$ cat src/hdl/swhc_pkg.sv
`timescale 1ns / 1ps

package swhc_pkg;

  // One input word: a sample of each series and the end-of-window mark.
  typedef struct packed {
    logic               window_end;
    logic signed [15:0] accel_sample;
    logic signed [15:0] temperature_decidegrees;
    logic [15:0]        voltage_mv;
  } sample_t;

  // Closed window as handed from the accumulator to the verdict stage.
  typedef struct packed {
    logic               missing_data;
    logic               minor_resolution;
    logic [1:0]         square_code;
    logic [1:0]         outlier_code;
    logic               drift_flag;
    logic               rotation_flag;
    logic [10:0]        samples_seen;
    logic signed [15:0] temp_min;
    logic signed [15:0] temp_max;
    logic signed [15:0] accel_min;
    logic signed [15:0] accel_max;
  } snap_t;

  localparam int SAMPLE_W = 48;
  localparam int RESULT_W = 24;

  // Register map, selected by paddr[2].
  localparam logic REG_RATE     = 1'b0;
  localparam logic REG_DURATION = 1'b1;

  // Step thresholds on absolute differences.
  localparam logic [16:0] STEP_SMALL = 17'd3;
  localparam logic [16:0] STEP_DRIFT = 17'd100;
  localparam logic [16:0] STEP_JUMP  = 17'd300;
  localparam logic [16:0] STEP_ROT   = 17'd2048;

  localparam logic signed [15:0] COLD_LIMIT  = -16'sd200;
  localparam logic signed [15:0] SAT_INNER   = 16'sd5632;
  localparam logic signed [15:0] SAT_OUTER   = 16'sd6656;
  localparam logic signed [16:0] ACTIVE_SPAN = 17'sd5120;

  localparam logic [1:0] RUN_FULL = 2'd3;

  localparam logic [1:0] SQ_NONE = 2'd0;
  localparam logic [1:0] SQ_HIGH = 2'd1;
  localparam logic [1:0] SQ_LOW  = 2'd2;

  localparam logic [1:0] OUT_NONE = 2'd0;
  localparam logic [1:0] OUT_COLD = 2'd1;
  localparam logic [1:0] OUT_JUMP = 2'd2;

  localparam logic [1:0] TR_NONE   = 2'd0;
  localparam logic [1:0] TR_TEMP   = 2'd1;
  localparam logic [1:0] TR_ACTIVE = 2'd2;

endpackage

$ cat src/hdl/swhc_window.sv
`timescale 1ns / 1ps

module swhc_window #(
  parameter int WINDOW = 1024
) (
  input  logic             clk,
  input  logic             rst,
  input  logic             in_valid,
  input  swhc_pkg::sample_t in_item,
  output logic             in_ready,
  input  logic [31:0]      expected,
  output logic             snap_valid,
  output swhc_pkg::snap_t  snap,
  input  logic             out_ready
);
  import swhc_pkg::*;

  localparam int CW = $clog2(WINDOW + 1);
  localparam logic [CW-1:0] WINDOW_C = CW'(WINDOW);

  logic [CW-1:0]      sample_count, count_next;
  logic [CW-1:0]      small_step_count, small_next;
  logic signed [15:0] temp_min, temp_max, accel_min, accel_max;
  logic signed [15:0] tmin_next, tmax_next, amin_next, amax_next;
  logic [15:0]        prev_voltage;
  logic signed [15:0] prev_accel;
  logic [1:0]         high_run, low_run, square_latch, last_outlier;
  logic [1:0]         high_next, low_next, square_next, outlier_next;
  logic [1:0]         event_flags, events_next;

  logic               accept, take, first, cold, hi_band, lo_band;
  logic [16:0]        dv_raw, da_raw, dv, da;
  logic [CW+2:0]      five_small, four_steps;
  logic               minor;

  assign in_ready = !in_item.window_end || !snap_valid || out_ready;
  assign accept   = in_valid && in_ready;
  assign take     = accept && (sample_count < WINDOW_C);
  assign first    = (sample_count == '0);

  always_comb begin
    dv_raw  = {1'b0, in_item.voltage_mv} - {1'b0, prev_voltage};
    da_raw  = {in_item.accel_sample[15], in_item.accel_sample}
            - {prev_accel[15], prev_accel};
    dv      = dv_raw[16] ? (17'd0 - dv_raw) : dv_raw;
    da      = da_raw[16] ? (17'd0 - da_raw) : da_raw;
    cold    = in_item.temperature_decidegrees <= COLD_LIMIT;
    hi_band = (in_item.accel_sample >= SAT_INNER) && (in_item.accel_sample <= SAT_OUTER);
    lo_band = (in_item.accel_sample >= -SAT_OUTER) && (in_item.accel_sample <= -SAT_INNER);

    count_next   = sample_count;
    small_next   = small_step_count;
    tmin_next    = temp_min;
    tmax_next    = temp_max;
    amin_next    = accel_min;
    amax_next    = accel_max;
    high_next    = high_run;
    low_next     = low_run;
    square_next  = square_latch;
    outlier_next = last_outlier;
    events_next  = event_flags;

    if (take) begin
      count_next = sample_count + CW'(1);
      if (first) begin
        tmin_next    = in_item.temperature_decidegrees;
        tmax_next    = in_item.temperature_decidegrees;
        amin_next    = in_item.accel_sample;
        amax_next    = in_item.accel_sample;
        outlier_next = cold ? OUT_COLD : OUT_NONE;
      end else begin
        if (in_item.temperature_decidegrees < temp_min) begin
          tmin_next = in_item.temperature_decidegrees;
        end
        if (in_item.temperature_decidegrees > temp_max) begin
          tmax_next = in_item.temperature_decidegrees;
        end
        if (in_item.accel_sample < accel_min) begin
          amin_next = in_item.accel_sample;
        end
        if (in_item.accel_sample > accel_max) begin
          amax_next = in_item.accel_sample;
        end
        if (dv > STEP_DRIFT) begin
          events_next[0] = 1'b1;
        end
        if (da > STEP_ROT) begin
          events_next[1] = 1'b1;
        end
        if (da <= STEP_SMALL) begin
          small_next = small_step_count + CW'(1);
        end
        priority if (cold) begin
          outlier_next = OUT_COLD;
        end else if (dv > STEP_JUMP) begin
          outlier_next = OUT_JUMP;
        end else begin
          outlier_next = OUT_NONE;
        end
      end
      priority if (hi_band) begin
        high_next = (high_run == RUN_FULL) ? RUN_FULL : high_run + 2'd1;
        low_next  = 2'd0;
      end else if (lo_band) begin
        low_next  = (low_run == RUN_FULL) ? RUN_FULL : low_run + 2'd1;
        high_next = 2'd0;
      end else begin
        high_next = 2'd0;
        low_next  = 2'd0;
      end
      if (square_latch == SQ_NONE) begin
        priority if (high_next == RUN_FULL) begin
          square_next = SQ_HIGH;
        end else if (low_next == RUN_FULL) begin
          square_next = SQ_LOW;
        end else begin
          square_next = SQ_NONE;
        end
      end
    end

    // At least 80 percent of the steps are small: 5*small >= 4*(n-1).
    five_small = {1'b0, small_next, 2'b00} + (CW+3)'(small_next);
    four_steps = {1'b0, count_next - CW'(1), 2'b00};
    minor      = (count_next >= CW'(2)) && (five_small >= four_steps);
  end

  always_ff @(posedge clk) begin
    if (rst) begin
      sample_count     <= '0;
      small_step_count <= '0;
      temp_min         <= '0;
      temp_max         <= '0;
      accel_min        <= '0;
      accel_max        <= '0;
      prev_voltage     <= '0;
      prev_accel       <= '0;
      high_run         <= '0;
      low_run          <= '0;
      square_latch     <= SQ_NONE;
      last_outlier     <= OUT_NONE;
      event_flags      <= '0;
      snap_valid       <= 1'b0;
    end else begin
      if (accept && in_item.window_end) begin
        sample_count     <= '0;
        small_step_count <= '0;
        temp_min         <= '0;
        temp_max         <= '0;
        accel_min        <= '0;
        accel_max        <= '0;
        prev_voltage     <= '0;
        prev_accel       <= '0;
        high_run         <= '0;
        low_run          <= '0;
        square_latch     <= SQ_NONE;
        last_outlier     <= OUT_NONE;
        event_flags      <= '0;
      end else if (take) begin
        sample_count     <= count_next;
        small_step_count <= small_next;
        temp_min         <= tmin_next;
        temp_max         <= tmax_next;
        accel_min        <= amin_next;
        accel_max        <= amax_next;
        prev_voltage     <= in_item.voltage_mv;
        prev_accel       <= in_item.accel_sample;
        high_run         <= high_next;
        low_run          <= low_next;
        square_latch     <= square_next;
        last_outlier     <= outlier_next;
        event_flags      <= events_next;
      end
      if (accept && in_item.window_end) begin
        snap_valid <= 1'b1;
      end else if (out_ready) begin
        snap_valid <= 1'b0;
      end
    end
  end

  always_ff @(posedge clk) begin
    if (accept && in_item.window_end) begin
      snap.missing_data     <= {{(32-CW){1'b0}}, count_next} < expected;
      snap.minor_resolution <= minor;
      snap.square_code      <= square_next;
      snap.outlier_code     <= outlier_next;
      snap.drift_flag       <= events_next[0];
      snap.rotation_flag    <= events_next[1];
      snap.samples_seen     <= 11'(count_next);
      snap.temp_min         <= tmin_next;
      snap.temp_max         <= tmax_next;
      snap.accel_min        <= amin_next;
      snap.accel_max        <= amax_next;
    end
  end

endmodule

$ cat config.mk
export PLATFORM = sky130hd
export DESIGN_NAME = swhc_window
export DESIGN_NICKNAME = d
export VERILOG_FILES = /design/src/hdl/swhc_pkg.sv /design/src/hdl/swhc_window.sv
export SDC_FILE = /design/constraint.sdc
export NUM_CORES = 1
export LEC_CHECK = 0
export ABC_AREA = 1
export BUFFER_PORTS_ARGS = -buffer_cell sky130_fd_sc_hd__buf_2
export CAP_MARGIN = 10
export CORE_UTILIZATION = 45
export DETAILED_ROUTE_END_ITERATION = 8
export SLEW_MARGIN = 20
export SYNTH_ARGS = -nofsm -noshare
export SYNTH_HDL_FRONTEND = slang
export SYNTH_SLANG_ARGS = --single-unit
$ cat constraint.sdc
create_clock -name clk -period 8 [get_ports clk]
set_clock_uncertainty 0.2 [all_clocks]
set_input_delay 0.8 -clock clk [delete_from_list [all_inputs] [get_ports clk]]
set_output_delay 0.8 -clock clk [all_outputs]
set_load 0.1 [all_outputs]
==> impl_metrics.toml <==
[sta]
worst_pin_slew_ns = 1.00
setup_tns_ns = 0
timing.fmax_ghz = 0.162
rsz0062_at_grt = "false"
hold_violations = 0
drv_slew = 0
setup_viol = 0
period_needed_ns = 6.16
fin_ws_ns = 1.84
timing.final.crit_share = 0.770
slew_headroom = 0.333

[critical_path]
cp.required_ns = 8.08
rr_endpoint = "snap[81]"
path_max_fanout = 5
r2r-start = "prev_accel[0]"
worstPathArrival_ns = 6.24
cp_num_buf_inv = 4
cp_common_cell = "nand2_1"
critPathKind = "in2reg"
crit_family = "simple AND/OR/NAND/NOR gates"
reg2reg_depth = 37
cpPeakStageDelay_ns = 0.58
slowest_stage = "fa_1"
end_kind = "flop"
r2r_slack_ns = 2.04
start_kind = "input port"

[pwr]
peakVddDrop_v = 0.000164
swShare = 0.351
p_leak_nw = 7.54
finalPower_w = 0.00338
cellPowerDensity_nw_per_um2 = 219
power.switching_w = 0.00119
seq_power_share = 0.364
combPwrFrac = 0.288
power.internal_w = 0.00219
p_clk_frac = 0.349

[worst_hold_path]
hold_depth = 2
min_from = "high_run[0]"
hold_end = "high_run[0]"
hold_class = "reg2reg"

[grt]
grt_pass1_wl_um = 52100
antenna_found_initial = 1
grt_pass1_vias = 11200
gr-total-overflow = 0
grt_use_total = 0.206
grt_max_degree = 75

[clock_network]
cts_buffers = 25
clk_pin_slew_worst_paths_ns = 0.06
cts.path.max_buffers = 3
cts_root_buffer = "clkbuf_16"
cts_tree = "done"
insertion_delay_ns = 0.54
cts.sinks = 212
post_cts_buffers = 0
cts_repair_resize_count = 0
htreeDepth = 1
postCtsHoldBufs = 0

[logic_synthesis]
synthesis.area_um2 = 13400
synthCells = 1772
ys_types = 48
yosys_register_bits = 212
synthesis.nets = 1991
yosysSeqAreaShare = 0.380
synth_warnings = 0
synth_area_per_cell_um2 = 7.54

[finish]
syn2layout_area_growth_pct = 15.6
finish.utilization = 0.534
drive_above_1_share = 0.135
stdcell_count = 2340
fillCellCount = 2793
nets = 2155

[placement]
post-place-ws_ns = 1.27
dp.cells = 2293
port_buffers = 169
gp_congestion = 0.834
place_hpwl_um = 23500

[route]
drtIter0Drc = 621
wire_per_inst_um = 13.3
wirelength_um = 31200
drc = 0
firstDrtPassIters = 4
detail_route.vias_per_cell = 4.95
num_vias = 11600
final_antenna_net_count = 0

[floorplanning]
die-area_um2 = 30400
start_util = 0.462
die_x_um = 174
core_um2 = 28900
die_h_um = 174
ioPinCount = 170
rows = 62

[job]
drv_cap = 0

[outcome]
status = "finished clean"
kinds of logic after synthesis:
logic type      share of synthesized area
compound gates                      0.117
xor+xnor                           0.0374
fa+ha+maj                           0.127
buf+inv                            0.0970
flops                               0.380
simple gates                        0.241
placed cells by master (no fill, tap or decap), types with 3 or more instances in the layout:
cell | netlist | layout
nand2_1 | 411 | 410
a21oi_2 | 3 | 3
nand3_2 | 5 | 6
a21boi_0 | 5 | 5
xor2_1 | 39 | 39
o21ai_0 | 85 | 85
buf_4 | 1 | 4
nand4_1 | 31 | 31
dfxtp_1 | 129 | 129
o21ai_1 | 6 | 6
edfxtp_1 | 83 | 83
o21bai_1 | 5 | 5
clkbuf_16 | 0 | 27
nor2_2 | 8 | 8
ha_1 | 131 | 131
nand3_1 | 99 | 98
a21oi_1 | 139 | 139
fa_1 | 3 | 3
nand3b_1 | 7 | 7
xnor2_1 | 18 | 18
clkinv_2 | 0 | 5
a21o_1 | 8 | 8
clkbuf_8 | 0 | 3
inv_2 | 4 | 4
clkbuf_1 | 31 | 6
nor2_1 | 128 | 128
nor4_1 | 13 | 13
nor3_1 | 16 | 16
inv_1 | 300 | 298
a211oi_1 | 6 | 6
buf_2 | 0 | 169
or2_2 | 3 | 3
a31oi_1 | 6 | 6
o211ai_1 | 7 | 7
nand2_2 | 19 | 19
worst max-delay path by stage:
stage | start | endpoint | slack, ns | depth (start not counted)
finish | in_item[32] | snap[81] | 1.84 | 39
global route | in_item[32] | snap[81] | 1.22 | 40
CTS | in_item[32] | snap[81] | 1.84 | 40
detailed placement | in_item[32] | snap[81] | 1.27 | 40
global placement | in_item[32] | snap[81] | 1.47 | 40
floorplan | in_item[32] | snap[81] | 2.13 | 38
worst register-to-register path: cells and delay by family (launching register included):
kind	cells	cell delay [ns]
xor+xnor	1	0.15
flops	1	0.32
buf+inv	2	0.13
compound gates	9	1.21
simple gates	20	2.06
fa+ha+maj	5	1.65
sequential cells by signal, indices dropped and copies added (netlist names), 11 cells and up:
name and flops:
sample_count 11, prev_voltage 16, temp_min 16, snap 83
accel_min 16, prev_accel 16, small_step_count 11, accel_max 16
temp_max 16
per-layer routing:
layer | part of all wire | wire (um) | track usage | up-vias
li1 | - | - | - | 6120
met1 | 0.47 | 14600 | 0.262 | 5244
met2 | 0.48 | 14800 | 0.367 | 187
met3 | 0.037 | 1160 | 0.0260 | 34
met4 | 0.021 | 667 | 0.0534 | 0
met5 | 0 | 0 | 0 | -
final cells by class:
class	instances	area (um^2)	share of cell area
antenna	1	2.50	0.000162
multi-input combinational	1220	7000	0.453
timing repair buffer	173	876	0.0567
sequential	212	5070	0.329
clock inverter	10	125	0.00810
tap	384	480	0.0311
inverter	304	1140	0.0740
clock buffer	36	739	0.0479
stage by stage:
step	hold slack, ns	area (um^2)
after CTS	0.258	15400
after global routing	0.265	15400
after detailed placement	0.249	14600
final	0.251	15400
after global placement	0.239	14600
after floorplan	0.228	13400
power groups by stage:
stage | logic, W | registers [W] | clock network [W]
2_1_floorplan | 0.000570 | 0.00145 | 0
3_5_place_dp | 0.000973 | 0.00125 | 0
6_report | 0.000973 | 0.00123 | 0.00118
5_1_grt | 0.00109 | 0.00124 | 0.00125
3_3_place_gp | 0.000959 | 0.00125 | 0
4_1_cts | 0.000978 | 0.00123 | 0.00121
cells in the mapped netlist (all sizes together):
| master | instances | share of area |
|---|---|---|
| buf | 5 | 0.0028 |
| o21bai | 5 | 0.0028 |
| o31ai | 1 | 0.00056 |
| inv | 304 | 0.085 |
| nand2 | 431 | 0.13 |
| nand3b | 7 | 0.0039 |
| a21boi | 5 | 0.0028 |
| o2111a | 1 | 0.00084 |
| xnor2 | 18 | 0.012 |
| o21a | 2 | 0.0011 |
| a221o | 1 | 0.00075 |
| and3 | 1 | 0.00047 |
| a21oi | 142 | 0.054 |
| or2 | 3 | 0.0014 |
| a31oi | 6 | 0.0028 |
| o21ai | 92 | 0.035 |
| clkbuf | 31 | 0.0087 |
| o221a | 1 | 0.00084 |
| nor2 | 138 | 0.041 |
| nor4 | 14 | 0.0070 |
| a21o | 8 | 0.0045 |
| and2 | 1 | 0.00047 |
| ha | 131 | 0.12 |
| fa | 3 | 0.0045 |
| dfxtp | 129 | 0.19 |
| o211ai | 7 | 0.0039 |
| nor3 | 16 | 0.0060 |
| o221ai | 1 | 0.00066 |
| edfxtp | 83 | 0.19 |
| a211oi | 6 | 0.0034 |
| o41ai | 2 | 0.0013 |
| nand4 | 31 | 0.015 |
| xor2 | 39 | 0.026 |
| a2111oi | 2 | 0.0013 |
| nand3 | 104 | 0.041 |
| o2111ai | 1 | 0.00066 |
Note: power is estimated with default switching activity, not from simulation.
